### src/hw/rtl/ppsb_pkg.sv
// Shared types and constants for the ping-pong sample buffer.
`timescale 1ns / 1ps
`default_nettype none

package ppsb_pkg;

  // Default geometry of the two banks
  localparam int BANK_DEPTH_DEF = 256;
  localparam int WORD_BITS_DEF  = 64;

  // Field widths fixed by the interface
  localparam int DATA_W      = 64;
  localparam int LIMIT_W     = 9;
  localparam int OUT_COUNT_W = 10;

  // Reset value of the push limit register
  localparam logic [LIMIT_W-1:0] LIMIT_RESET = 9'd256;

  // Depth of the queue between front and back
  localparam int QDEPTH = 2;

  // Operation codes carried in the mode field
  localparam logic [1:0] MODE_PUSH = 2'd0;
  localparam logic [1:0] MODE_POP  = 2'd1;
  localparam logic [1:0] MODE_SWAP = 2'd2;

  // Memory action the back end performs for one transaction
  typedef enum logic [1:0] {
    MEM_NONE,
    MEM_WRITE,
    MEM_READ
  } ppsb_mem_op_t;

  typedef struct packed {
    logic [1:0]        mode;
    logic [DATA_W-1:0] data_value;
  } in_item_t;

  typedef struct packed {
    logic                   ok;
    logic [DATA_W-1:0]      popped_value;
    logic [OUT_COUNT_W-1:0] total_count;
    logic                   is_empty;
  } out_item_t;

  // Result fields decided by the front end
  typedef struct packed {
    ppsb_mem_op_t           mem_op;
    logic                   ok;
    logic [OUT_COUNT_W-1:0] total_count;
    logic                   is_empty;
  } ppsb_ctrl_t;

  // Queue occupancy flags
  typedef struct packed {
    logic full;
    logic empty;
  } ppsb_q_status_t;

endpackage

`default_nettype wire

### src/hw/rtl/ppsb_queue.sv
// Short FIFO that decouples the front end from the back end.
`timescale 1ns / 1ps
`default_nettype none

module ppsb_queue #(
  parameter int W     = 8,
  parameter int DEPTH = ppsb_pkg::QDEPTH
) (
  input  wire logic                    clk,
  input  wire logic                    rst_n,
  input  wire logic                    push,
  input  wire logic [W-1:0]            wdata,
  input  wire logic                    pop,
  output logic [W-1:0]                 rdata,
  output ppsb_pkg::ppsb_q_status_t     status
);
  import ppsb_pkg::*;

  localparam int PW  = $clog2(DEPTH);
  localparam int CNW = $clog2(DEPTH + 1);

  logic [W-1:0]   slot_r [DEPTH];
  logic [PW-1:0]  wr_ptr_r, wr_ptr_nxt;
  logic [PW-1:0]  rd_ptr_r, rd_ptr_nxt;
  logic [CNW-1:0] fill_r, fill_nxt;

  // Report occupancy
  always_comb begin
    status.full  = (fill_r == CNW'(DEPTH));
    status.empty = (fill_r == '0);
  end

  assign rdata = slot_r[rd_ptr_r];

  // Advance pointers with wrap at the queue depth
  always_comb begin
    wr_ptr_nxt = wr_ptr_r;
    rd_ptr_nxt = rd_ptr_r;
    fill_nxt   = fill_r;
    if (push) begin
      wr_ptr_nxt = (wr_ptr_r == PW'(DEPTH - 1)) ? '0 : wr_ptr_r + 1'b1;
    end
    if (pop) begin
      rd_ptr_nxt = (rd_ptr_r == PW'(DEPTH - 1)) ? '0 : rd_ptr_r + 1'b1;
    end
    if (push && !pop) begin
      fill_nxt = fill_r + 1'b1;
    end else if (pop && !push) begin
      fill_nxt = fill_r - 1'b1;
    end
  end

  always_ff @(posedge clk) begin
    if (!rst_n) begin
      wr_ptr_r <= '0;
      rd_ptr_r <= '0;
      fill_r   <= '0;
    end else begin
      wr_ptr_r <= wr_ptr_nxt;
      rd_ptr_r <= rd_ptr_nxt;
      fill_r   <= fill_nxt;
    end
  end

  // Store the incoming transaction
  always_ff @(posedge clk) begin
    if (push) begin
      slot_r[wr_ptr_r] <= wdata;
    end
  end

  a_no_push_full: assert property (@(posedge clk) disable iff (!rst_n)
    status.full |-> !push)
    else $error("queue written while full");

  a_no_pop_empty: assert property (@(posedge clk) disable iff (!rst_n)
    status.empty |-> !pop)
    else $error("queue read while empty");

  a_fill_tracks: assert property (@(posedge clk) disable iff (!rst_n)
    (push && !pop) |=> fill_r == $past(fill_r) + 1'b1)
    else $error("queue fill count did not advance on push");

endmodule

`default_nettype wire

### config.mk
export PLATFORM = sky130hd
export DESIGN_NAME = ppsb_queue
export DESIGN_NICKNAME = d
export VERILOG_FILES = /design/src/hw/rtl/ppsb_pkg.sv /design/src/hw/rtl/ppsb_queue.sv
export SDC_FILE = /design/constraint.sdc
export NUM_CORES = 1
export LEC_CHECK = 0
export BUFFER_PORTS_ARGS = -buffer_cell sky130_fd_sc_hd__buf_2
export CAP_MARGIN = 30
export CORE_MARGIN = 2
export CORE_UTILIZATION = 44
export DETAILED_ROUTE_END_ITERATION = 8
export HOLD_SLACK_MARGIN = 0.1
export PLACE_DENSITY = 0.72
export SLEW_MARGIN = 20
export SYNTH_ARGS = -nofsm -noshare
export SYNTH_HDL_FRONTEND = slang
export SYNTH_SLANG_ARGS = --single-unit
### constraint.sdc
create_clock -name clk -period 1 [get_ports clk]
set_input_delay 0.15 -clock clk [delete_from_list [all_inputs] [get_ports clk]]
set_output_delay 0.15 -clock clk [all_outputs]
set_load 0.02 [all_outputs]
==> out/results.tsv <==
stage	metric	value	unit
worst_setup_path	Max stage delay on crit path	360	ps
worst_setup_path	Crit Path Max Fanout	8	
yosys	Synth Cell Area	795	sq um
pwr	Leakage Power	0.531	nW
route	vias per cell	4.56	
hold_path	worst min path class	in -> reg	
yosys	cell count after synthesis	47	
cells_and_area	multi-input logic area	264	sq um
clock_tree	CTS tree	built	
cells_and_area	Finished Layout Cells	113	
cells_and_area	Reg area	591	sq um
sta	minimum clock period after layout	1370	ps
worst_setup_path	r2r setup slk	-130	ps
route	max layer used	met3	
sta	RSZ-0062 raised after global routing	yes	
sta	# setup viols final	11	
pwr	Comb pwr share	25.5	%
global_route	first-pass GRT wire length	2180	microns
route	drt pass-1 iters	4	
route	wire length on met3	37	microns
pwr	Tot Pwr	0.00193	W
place	port bufs	21	
sta	worst slew pin tran	203	ps
yosys	Synth area leaders	edfxtp_1 60%, dfxtp_1 13%, mux2_2 11%	
yosys	#FFs+latches synth	21	
yosys	sequential share of the synthesized area	73.1	%
clock_tree	clock root cell	clkbuf_4	
cells_and_area	Area Growth Syn to Fin	61.1	%
worst_setup_path	crit start category	flip-flop	
route	DR vias	515	
route	DR WL/cell	13.0	microns
floorplan	Die ar.	2160	sq um
yosys	Netlist cell types	16	
sta	final hold violation count	0	
sta	Slew HR	86.5	%
place	GPL Wtd Cong	0.645	
cells_and_area	Fillers	109	
sta	Worst Skew	5.00	ps
status	outcome	finished with violations	
sta	fin crit share	137	%
worst_setup_path	critical path capture point type	primary output	
pwr	internal power	0.00146	W
sta	fmax	728	MHz
route	WL met1	642	microns
cells_and_area	commonest non-fill, non-tap cell in the layout	edfxtp_1	
clock_tree	Clk Latency, worst-skew pair	300	ps
place	Post-DP Area	1000	sq um
route	# DRC	0	
cells_and_area	commonest cells after routing, fill and taps aside	16 x edfxtp_1, 11 x buf_2, 11 x buf_6, 9 x dlygate4sd3_1, 8 x mux2_4	
job	Max Cap Viol	0	
pwr	Seq pwr share	53.9	%
global_route	vias in the first global route	518	
cells_and_area	layout cell share with drive strength beyond 1	55.7	%
route	DR iter-0 viols	7	
global_route	All-Layer GR Usage	15.7	%
pwr	Worst VDD drop	1.01	mV
yosys	leading area contributor after synthesis	edfxtp_1	
worst_setup_path	CP max stage cell	dfxtp_2	
global_route	pin count of the biggest net entering global routing	12	
worst_setup_path	CP Data Arrival Time	1220	ps
floorplan	Core ar.	1710	sq um
worst_setup_path	cells along the critical path	buf_12 > mux2_4 > buf_6	
yosys	Avg Synthesized Cell Area	16.9	sq um
floorplan	die height	46.5	microns
place	Post-Place Worst Slack	-102	ps
route	WL final	1470	microns
pwr	switching part of the total	24.2	%
cells_and_area	post-route cell area	1280	sq um
clock_tree	cts bufs inserted	3	
pwr	clock network power share	20.6	%
sta	Pins Over Slew Limit	0	
clock_tree	Bufs on Longest Clock Path	2	
global_route	initial antenna violation count	0	
worst_setup_path	CP required	850	ps
floorplan	Die X	46.5	microns
floorplan	Initial Utilization	46.5	%
cells_and_area	nets@finish	102	
yosys	Yosys top cell area share	60.5	%
yosys	Synth Net Count	60	
worst_setup_path	Crit Path Class	reg -> out	
place	Final HPWL DP	842	microns
global_route	GRT Residual Overflow	0	
floorplan	I/O pin count	22	
cells_and_area	fin util	74.9	%
pwr	power density cells	1500	nW/um^2
floorplan	Core Rows	15	
clock_tree	CTS Sinks	21	
place	Cells after DPL	97	
clock_tree	clock-pin slew on the worst setup and hold paths	110	ps
route	ANT nets after route	0	
cells_and_area	Antenna diodes	0	
sta	setup ws final	-374	ps
clock_tree	H-tree levels	1	
status	failing checks	negative setup slack	
yosys	YS warnings	0	
route	met2 WL	793	microns
pwr	NetSw	0.000466	W
state kept, by name (all words and copies together) (netlist names), named ones only:
register,count
slot_r,16
wr_ptr_r,1
rd_ptr_r,1
fill_r,2
logic make-up after synthesis:
family,Yosys count,synth area share (%)
compound gates,3,2.52
xor+xnor,3,3.31
fa+ha+maj,1,1.57
buf+inv,2,1.10
flops,21,73.1
mux,8,11.3
simple gates,9,7.09
power by group through the flow:
stage          combinational [W]  clock (W)  sequential, W
2_1_floorplan           0.000192          0        0.00104
3_3_place_gp            0.000312          0        0.00104
3_5_place_dp            0.000319          0        0.00104
4_1_cts                 0.000466   0.000406        0.00103
5_1_grt                 0.000525   0.000439        0.00105
6_report                0.000492   0.000396        0.00104
cells in the mapped netlist:
library cell  instances
edfxtp_1             16
xnor2_1               1
inv_1                 1
o21a_1                1
ha_1                  1
or3_1                 1
nor2b_1               2
buf_2                 1
dfxtp_1               5
o21ai_0               1
a21boi_1              1
xor2_1                2
and2_1                4
mux2_2                8
nor2_1                1
and2b_2               1
repair_timing:
item                                    4_1_cts  5_1_grt
setup buffers                                 3        0
pin swaps                                     2        0
hold buffers                                  8        1
gates resized for setup                      33        6
endpoints found under the setup margin       27       19
endpoints found under the hold margin        16        1
gates cloned                                  0        1
worst paths after layout:
path | startpoint | to | cells after the start
min reg2reg | rd_ptr_r | flip-flop | 2
min | push | wr_ptr_r | 3
max reg2reg | fill_r[0] | fill_r[1] | 4
max | flip-flop | rdata[2] | 3
stage by stage:
stage | hold WS (ps) | setup TNS (ps)
floorplan | 249 | -25.4
finish | 227 | -3300
global route | 215 | -3870
detailed placement | 342 | -1130
CTS | 107 | -3320
global placement | 337 | -911
area by class of cell:
cell class,instances,area share [%]
repair buffers,38,28.4
inverters,1,0.293
clock buffers,4,2.05
multi-input cells,24,20.6
well taps,25,2.44
flip-flops and latches,21,46.1
per-layer routing:
layer	vias up	global-route usage, %
met5	-	0
met4	0	8.57
met3	0	4.71
met2	13	28.3
met1	252	15.9
li1	250	-
worst max-delay path, delay by kind of cell (launching register included):
kind	cells	cell delay [ps]
muxes	1	310
DFF	1	360
buffers and inverters	2	260
(Power assumes the default switching activity.)
