**src/hw/rtl/ppsb_pkg.sv**
```systemverilog
// Shared types and constants for the ping-pong sample buffer.
`timescale 1ns / 1ps
`default_nettype none

package ppsb_pkg;

  // Default geometry of the two banks
  localparam int BANK_DEPTH_DEF = 256;
  localparam int WORD_BITS_DEF  = 64;

  // Field widths fixed by the interface
  localparam int DATA_W      = 64;
  localparam int LIMIT_W     = 9;
  localparam int OUT_COUNT_W = 10;

  // Reset value of the push limit register
  localparam logic [LIMIT_W-1:0] LIMIT_RESET = 9'd256;

  // Depth of the queue between front and back
  localparam int QDEPTH = 2;

  // Operation codes carried in the mode field
  localparam logic [1:0] MODE_PUSH = 2'd0;
  localparam logic [1:0] MODE_POP  = 2'd1;
  localparam logic [1:0] MODE_SWAP = 2'd2;

  // Memory action the back end performs for one transaction
  typedef enum logic [1:0] {
    MEM_NONE,
    MEM_WRITE,
    MEM_READ
  } ppsb_mem_op_t;

  typedef struct packed {
    logic [1:0]        mode;
    logic [DATA_W-1:0] data_value;
  } in_item_t;

  typedef struct packed {
    logic                   ok;
    logic [DATA_W-1:0]      popped_value;
    logic [OUT_COUNT_W-1:0] total_count;
    logic                   is_empty;
  } out_item_t;

  // Result fields decided by the front end
  typedef struct packed {
    ppsb_mem_op_t           mem_op;
    logic                   ok;
    logic [OUT_COUNT_W-1:0] total_count;
    logic                   is_empty;
  } ppsb_ctrl_t;

  // Queue occupancy flags
  typedef struct packed {
    logic full;
    logic empty;
  } ppsb_q_status_t;

endpackage

`default_nettype wire

```
**src/hw/rtl/ppsb_front.sv**
```systemverilog
// Front end: takes transactions, keeps bank heads and counts, decides each result.
`timescale 1ns / 1ps
`default_nettype none

module ppsb_front #(
  parameter int BANK_DEPTH = ppsb_pkg::BANK_DEPTH_DEF,
  parameter int WORD_BITS  = ppsb_pkg::WORD_BITS_DEF
) (
  input  wire logic                              clk,
  input  wire logic                              rst_n,
  input  wire logic                              in_valid,
  input  wire ppsb_pkg::in_item_t                in_item,
  output logic                                   in_stall,
  input  wire logic                              cfg_valid,
  input  wire logic [ppsb_pkg::LIMIT_W-1:0]      cfg_data,
  output logic                                   cfg_ready,
  input  wire ppsb_pkg::ppsb_q_status_t          q_status,
  output logic                                   q_push,
  output logic [$bits(ppsb_pkg::ppsb_ctrl_t) + $clog2(BANK_DEPTH) + WORD_BITS:0] q_wdata
);
  import ppsb_pkg::*;

  localparam int AW  = $clog2(BANK_DEPTH);
  localparam int CW  = $clog2(BANK_DEPTH + 1);
  localparam int SW  = CW + 1;
  localparam int TW  = CW + 1;
  localparam int LW  = (CW > LIMIT_W) ? CW : LIMIT_W;

  logic [AW-1:0]      head_r [2];
  logic [AW-1:0]      head_nxt [2];
  logic [CW-1:0]      count_r [2];
  logic [CW-1:0]      count_nxt [2];
  logic               wsel_r, wsel_nxt;
  logic [LIMIT_W-1:0] limit_r;

  logic          accept;
  logic          wb, rb, pop_bank;
  logic [LW-1:0] lim_ext, eff_lim;
  logic          push_ok, rd_have, wr_have, pop_ok;
  logic [SW-1:0] tail_sum;
  logic [AW-1:0] wslot, pslot, hnext;
  logic [AW:0]   hinc;
  logic [TW-1:0] total;
  ppsb_mem_op_t  mem_op;
  logic          ok;
  logic [AW:0]   addr;
  ppsb_ctrl_t    ctrl;

  assign accept    = in_valid && !q_status.full;
  assign in_stall  = q_status.full;
  assign q_push    = accept;
  assign cfg_ready = 1'b1;

  // Classify against current bank state
  always_comb begin
    wb      = wsel_r;
    rb      = ~wsel_r;
    lim_ext = LW'(limit_r);
    eff_lim = (lim_ext < LW'(BANK_DEPTH)) ? lim_ext : LW'(BANK_DEPTH);
    push_ok = LW'(count_r[wb]) < eff_lim;
    rd_have = count_r[rb] != '0;
    wr_have = count_r[wb] != '0;
    pop_ok  = rd_have || wr_have;
    // an empty read bank pops from the other one after an automatic swap
    pop_bank = rd_have ? rb : wb;

    // tail slot of the write bank, wrapped at the bank depth
    tail_sum = SW'(head_r[wb]) + SW'(count_r[wb]);
    wslot    = (tail_sum >= SW'(BANK_DEPTH)) ? AW'(tail_sum - SW'(BANK_DEPTH))
                                             : AW'(tail_sum);

    pslot = head_r[pop_bank];
    hinc  = {1'b0, pslot} + 1'b1;
    hnext = (hinc == (AW + 1)'(BANK_DEPTH)) ? '0 : AW'(hinc);
  end

  // Decide the operation and next bank state
  always_comb begin
    head_nxt[0]  = head_r[0];
    head_nxt[1]  = head_r[1];
    count_nxt[0] = count_r[0];
    count_nxt[1] = count_r[1];
    wsel_nxt     = wsel_r;
    ok           = 1'b0;
    mem_op       = MEM_NONE;
    addr         = '0;
    if (accept) begin
      unique case (in_item.mode)
        MODE_PUSH: begin
          if (push_ok) begin
            count_nxt[wb] = count_r[wb] + 1'b1;
            ok            = 1'b1;
            mem_op        = MEM_WRITE;
            addr          = {wb, wslot};
          end
        end
        MODE_POP: begin
          if (pop_ok) begin
            if (!rd_have) begin
              wsel_nxt = ~wsel_r;
            end
            head_nxt[pop_bank]  = hnext;
            count_nxt[pop_bank] = count_r[pop_bank] - 1'b1;
            ok                  = 1'b1;
            mem_op              = MEM_READ;
            addr                = {pop_bank, pslot};
          end
        end
        MODE_SWAP: begin
          if (wr_have) begin
            wsel_nxt = ~wsel_r;
            ok       = 1'b1;
          end
        end
        default: begin
        end
      endcase
    end
  end

  // Pack the transaction for the back end
  always_comb begin
    total            = TW'(count_nxt[0]) + TW'(count_nxt[1]);
    ctrl.mem_op      = mem_op;
    ctrl.ok          = ok;
    ctrl.total_count = OUT_COUNT_W'(total);
    ctrl.is_empty    = (total == '0);
    q_wdata          = {ctrl, addr, in_item.data_value[WORD_BITS-1:0]};
  end

  always_ff @(posedge clk) begin
    if (!rst_n) begin
      head_r[0]  <= '0;
      head_r[1]  <= '0;
      count_r[0] <= '0;
      count_r[1] <= '0;
      wsel_r     <= 1'b0;
    end else begin
      head_r[0]  <= head_nxt[0];
      head_r[1]  <= head_nxt[1];
      count_r[0] <= count_nxt[0];
      count_r[1] <= count_nxt[1];
      wsel_r     <= wsel_nxt;
    end
  end

  // Hold the push limit
  always_ff @(posedge clk) begin
    if (!rst_n) begin
      limit_r <= LIMIT_RESET;
    end else if (cfg_valid && cfg_ready) begin
      limit_r <= cfg_data;
    end
  end

  a_count_range: assert property (@(posedge clk) disable iff (!rst_n)
    (count_r[0] <= CW'(BANK_DEPTH)) && (count_r[1] <= CW'(BANK_DEPTH)))
    else $error("bank count above bank depth");

  a_head_range: assert property (@(posedge clk) disable iff (!rst_n)
    (AW'(head_r[0]) <= AW'(BANK_DEPTH - 1)) && (AW'(head_r[1]) <= AW'(BANK_DEPTH - 1)))
    else $error("bank head out of range");

  a_swap_flips: assert property (@(posedge clk) disable iff (!rst_n)
    (accept && in_item.mode == MODE_SWAP && wr_have) |=> wsel_r != $past(wsel_r))
    else $error("swap did not exchange banks");

endmodule

`default_nettype wire

```
**config.mk**
```make
export PLATFORM = sky130hd
export DESIGN_NAME = ppsb_front
export DESIGN_NICKNAME = d
export VERILOG_FILES = /design/src/hw/rtl/ppsb_pkg.sv /design/src/hw/rtl/ppsb_front.sv
export SDC_FILE = /design/constraint.sdc
export NUM_CORES = 1
export LEC_CHECK = 0
export ABC_AREA = 1
export BUFFER_PORTS_ARGS = -buffer_cell sky130_fd_sc_hd__buf_2
export CORE_MARGIN = 2
export CORE_UTILIZATION = 55
export CTS_CLUSTER_SIZE = 25
export DETAILED_ROUTE_END_ITERATION = 6
export GPL_ROUTABILITY_DRIVEN = 0
export GPL_TIMING_DRIVEN = 0
export PLACE_DENSITY = 0.89
export SYNTH_ARGS = -nofsm -noshare
export SYNTH_HDL_FRONTEND = slang
export SYNTH_SLANG_ARGS = --single-unit
```
**constraint.sdc**
```tcl
create_clock -name clk -period 10.4 [get_ports clk]
set_input_delay 0.52 -clock clk [delete_from_list [all_inputs] [get_ports clk]]
set_output_delay 0.52 -clock clk [all_outputs]
set_load 0.01 [all_outputs]
```
==> impl_metrics.tcl <==
set metrics [dict create \
    power.leakage_nw 2.88 \
    drive_gt1_share_pct 26.9 \
    ctsHtreeMaxLevel 2 \
    yosysSeqAreaShare_pct 18.8 \
    clkTransAtPathRegs_ns 0.08 \
    maxSlewHeadroom_pct 48.1 \
    worstMarginPinSlew_ns 0.776 \
    fin_tns_setup_ns 0 \
    grt_pass1_wl_um 21200 \
    ys_ff_latch 45 \
    rsz0062_at_grt "false" \
    io_pins 171 \
    register_area_um2 901 \
    fillers 828 \
    r2r_cells 17 \
    max_clock_freq_mhz 167 \
    place_hpwl_um 10300 \
    holdCritPathClass "input pin to flip-flop" \
    drt_wl_total_um 12900 \
    drt_pass1_iterations 5 \
    core_um2 8590 \
    irDropWorstVdd_mv 0.0650 \
    min_from "cfg_data[5]" \
    clock_latency_ns 0.31 \
    via_per_inst 5.47 \
    max-cap-violations 0 \
    cts_buffers 5 \
    avgSynthCellArea_um2 6.35 \
    period_needed_ns 5.98 \
    outcome "completed" \
    worstPathArrival_ns 5.46 \
    via_count 5319 \
    path_class "flip-flop to primary output" \
    crit_fanout 10 \
    grt_max_degree 13 \
    grt_usage_pct 26.8 \
    min_path_cells 3 \
    drc 0 \
    maxSlewViolCount 0 \
    wire_per_inst_um 13.3 \
    drtIter0Drc 500 \
    die_w_um 97.2 \
    tritoncts "yes" \
    power_uw 705 \
    yosysWarnings 0 \
    fin_nets 975 \
    hold_violations 0 \
    clkSinkCount 45 \
    io_buffers 104 \
    timing.rr.end "count_r[1][5]$_SDFF_PN0_" \
    cts-root-buf "clkbuf_8" \
    postCtsSetupRepairBufs 0 \
    antenna_left 0 \
    final_cell_mix "nand2_1 (129), buf_2 (110), inv_1 (92), o21ai_0 (76), a21oi_1 (69)" \
    grt-ovfl-total 0 \
    floorplan.initialDensity_pct 55.6 \
    die_h_um 97.2 \
    dpl_cell_area_um2 5440 \
    cp-start-kind "flip-flop" \
    mostFrequentLayoutCell "nand2_1" \
    powerDensity_nw_per_um2 128 \
    r2r_setup_slack_ns 7.04 \
    netlist_area_um2 4780 \
    fin_crit_sh_pct 57.5 \
    skew_ns 0.00626 \
    antenna_cells 0 \
    clockBufferDepth 2 \
    first_global_vias 4782 \
    multi_input_area_um2 2870 \
    hold_end "lim_ext[5]$_SDFFE_PN0P_" \
    netlist_instances 753 \
    grt_antenna_before_repair 0 \
    whs_ns 0.430 \
    row_count 34 \
    cp-end-kind "primary output" \
    cts_resized 0 \
    die-area_um2 9450 \
    syn_nets 864 \
    setup_viol 0 \
    synth.distinct_cells 47 \
    cp.required_ns 9.88 \
    final_area_um2 5520 \
    cts_hold_buf 0 \
    syn2layout_area_growth_pct 15.5 \
]
[synthesized netlist by cell type (all sizes together)]
| cell | number | area [um2] |
|---|---|---|
| o211ai | 4 | 35.0 |
| nand3 | 36 | 203 |
| ha | 28 | 350 |
| inv | 102 | 383 |
| nor4 | 2 | 18.8 |
| conb | 1 | 3.75 |
| o221ai | 1 | 8.76 |
| nor3 | 6 | 40.0 |
| and3 | 1 | 6.26 |
| clkinv | 3 | 11.3 |
| xor2 | 19 | 166 |
| dfxtp | 45 | 901 |
| and2 | 3 | 18.8 |
| o22ai | 6 | 37.5 |
| or2 | 2 | 12.5 |
| or4 | 1 | 7.51 |
| nand4 | 1 | 6.26 |
| a211oi | 1 | 7.51 |
| o2111a | 1 | 11.3 |
| o21ai | 99 | 518 |
| a21oi | 70 | 354 |
| nand3b | 1 | 20.0 |
| o21bai | 2 | 15.0 |
| a22oi | 3 | 22.5 |
| fa | 2 | 40.0 |
| nor2 | 75 | 309 |
| xnor2 | 10 | 87.6 |
| a21boi | 1 | 11.3 |
| a31oi | 1 | 6.26 |
| nand2 | 138 | 556 |
| clkbuf | 12 | 45.0 |
| buf | 76 | 567 |
[per-stage QoR]
stage / std cells / utilization (%) / setup WS (ns)
2_1_floorplan: 753 / - / 5.63
3_3_place_gp: 965 / 63.2 / 4.90
3_5_place_dp: 965 / 63.2 / 4.86
4_1_cts: 972 / 64.3 / 4.53
5_1_grt: 972 / 64.3 / 3.85
6_report: 972 / 64.3 / 4.42
[logic make-up after synthesis]
| group | after synthesis | synth area share (%) |
|---|---|---|
| xor+xnor | 29 | 5.31 |
| fa+ha+maj | 30 | 8.17 |
| other cells | 1 | 0.0785 |
| flops | 45 | 18.8 |
| simple gates | 266 | 25.1 |
| compound gates | 189 | 21.5 |
| buf+inv | 193 | 21.0 |
[power breakdown]
part           leakage (nW)  switching (mW)  internal, mW
logic                  2.46           0.260         0.144
registers             0.367         0.00767         0.181
clock network        0.0443          0.0593        0.0528
[worst max-delay path by stage]
stage	cells past startpoint	endpoint
floorplan	23	q_wdata[73]
global placement	24	q_wdata[73]
detailed placement	24	q_wdata[73]
CTS	25	q_wdata[73]
global route	28	q_wdata[73]
finish	24	q_wdata[73]
[metal layers]
metal	part of all wire [%]	global-route usage, %
met2	48	46.0
met1	38	33.2
met4	3.9	11.4
met3	10	4.46
met5	0	0
[registers in the layout (all words and copies together), names as in the netlist, named ones only]
register and count:
count_r 18, wb 1, lim_ext 9, head_r 16
[area by class of cell]
cell class,count,area share [%]
multi-input cells,515,52.0
well taps,108,2.45
clock buffers,7,1.56
repair buffers,104,9.43
flip-flops and latches,45,16.3
inverters,105,7.14
plain buffers,88,11.1
[worst max-delay path, stage by stage, from the launching register on]
cell and delay, ns:
dfxtp_1 0.32, buf_2 0.19, buf_6 0.17, nand2_1 0.06
o21ai_1 0.34, ha_1 0.34, nand2_1 0.07, o21ai_0 0.08
nand2_1 0.06, o2111a_1 0.25, nand2_1 0.20, inv_1 0.16
clkbuf_1 0.41, a21oi_1 0.13, o21ai_0 0.26, nand2_1 0.13
ha_1 0.37, a21oi_1 0.15, o21ai_0 0.15, xor2_1 0.18
or4_1 0.57, nor4_1 0.26, nand3_1 0.11, nor2_1 0.08
buf_2 0.13
No activity file was read; power rests on OpenSTA's default activity.
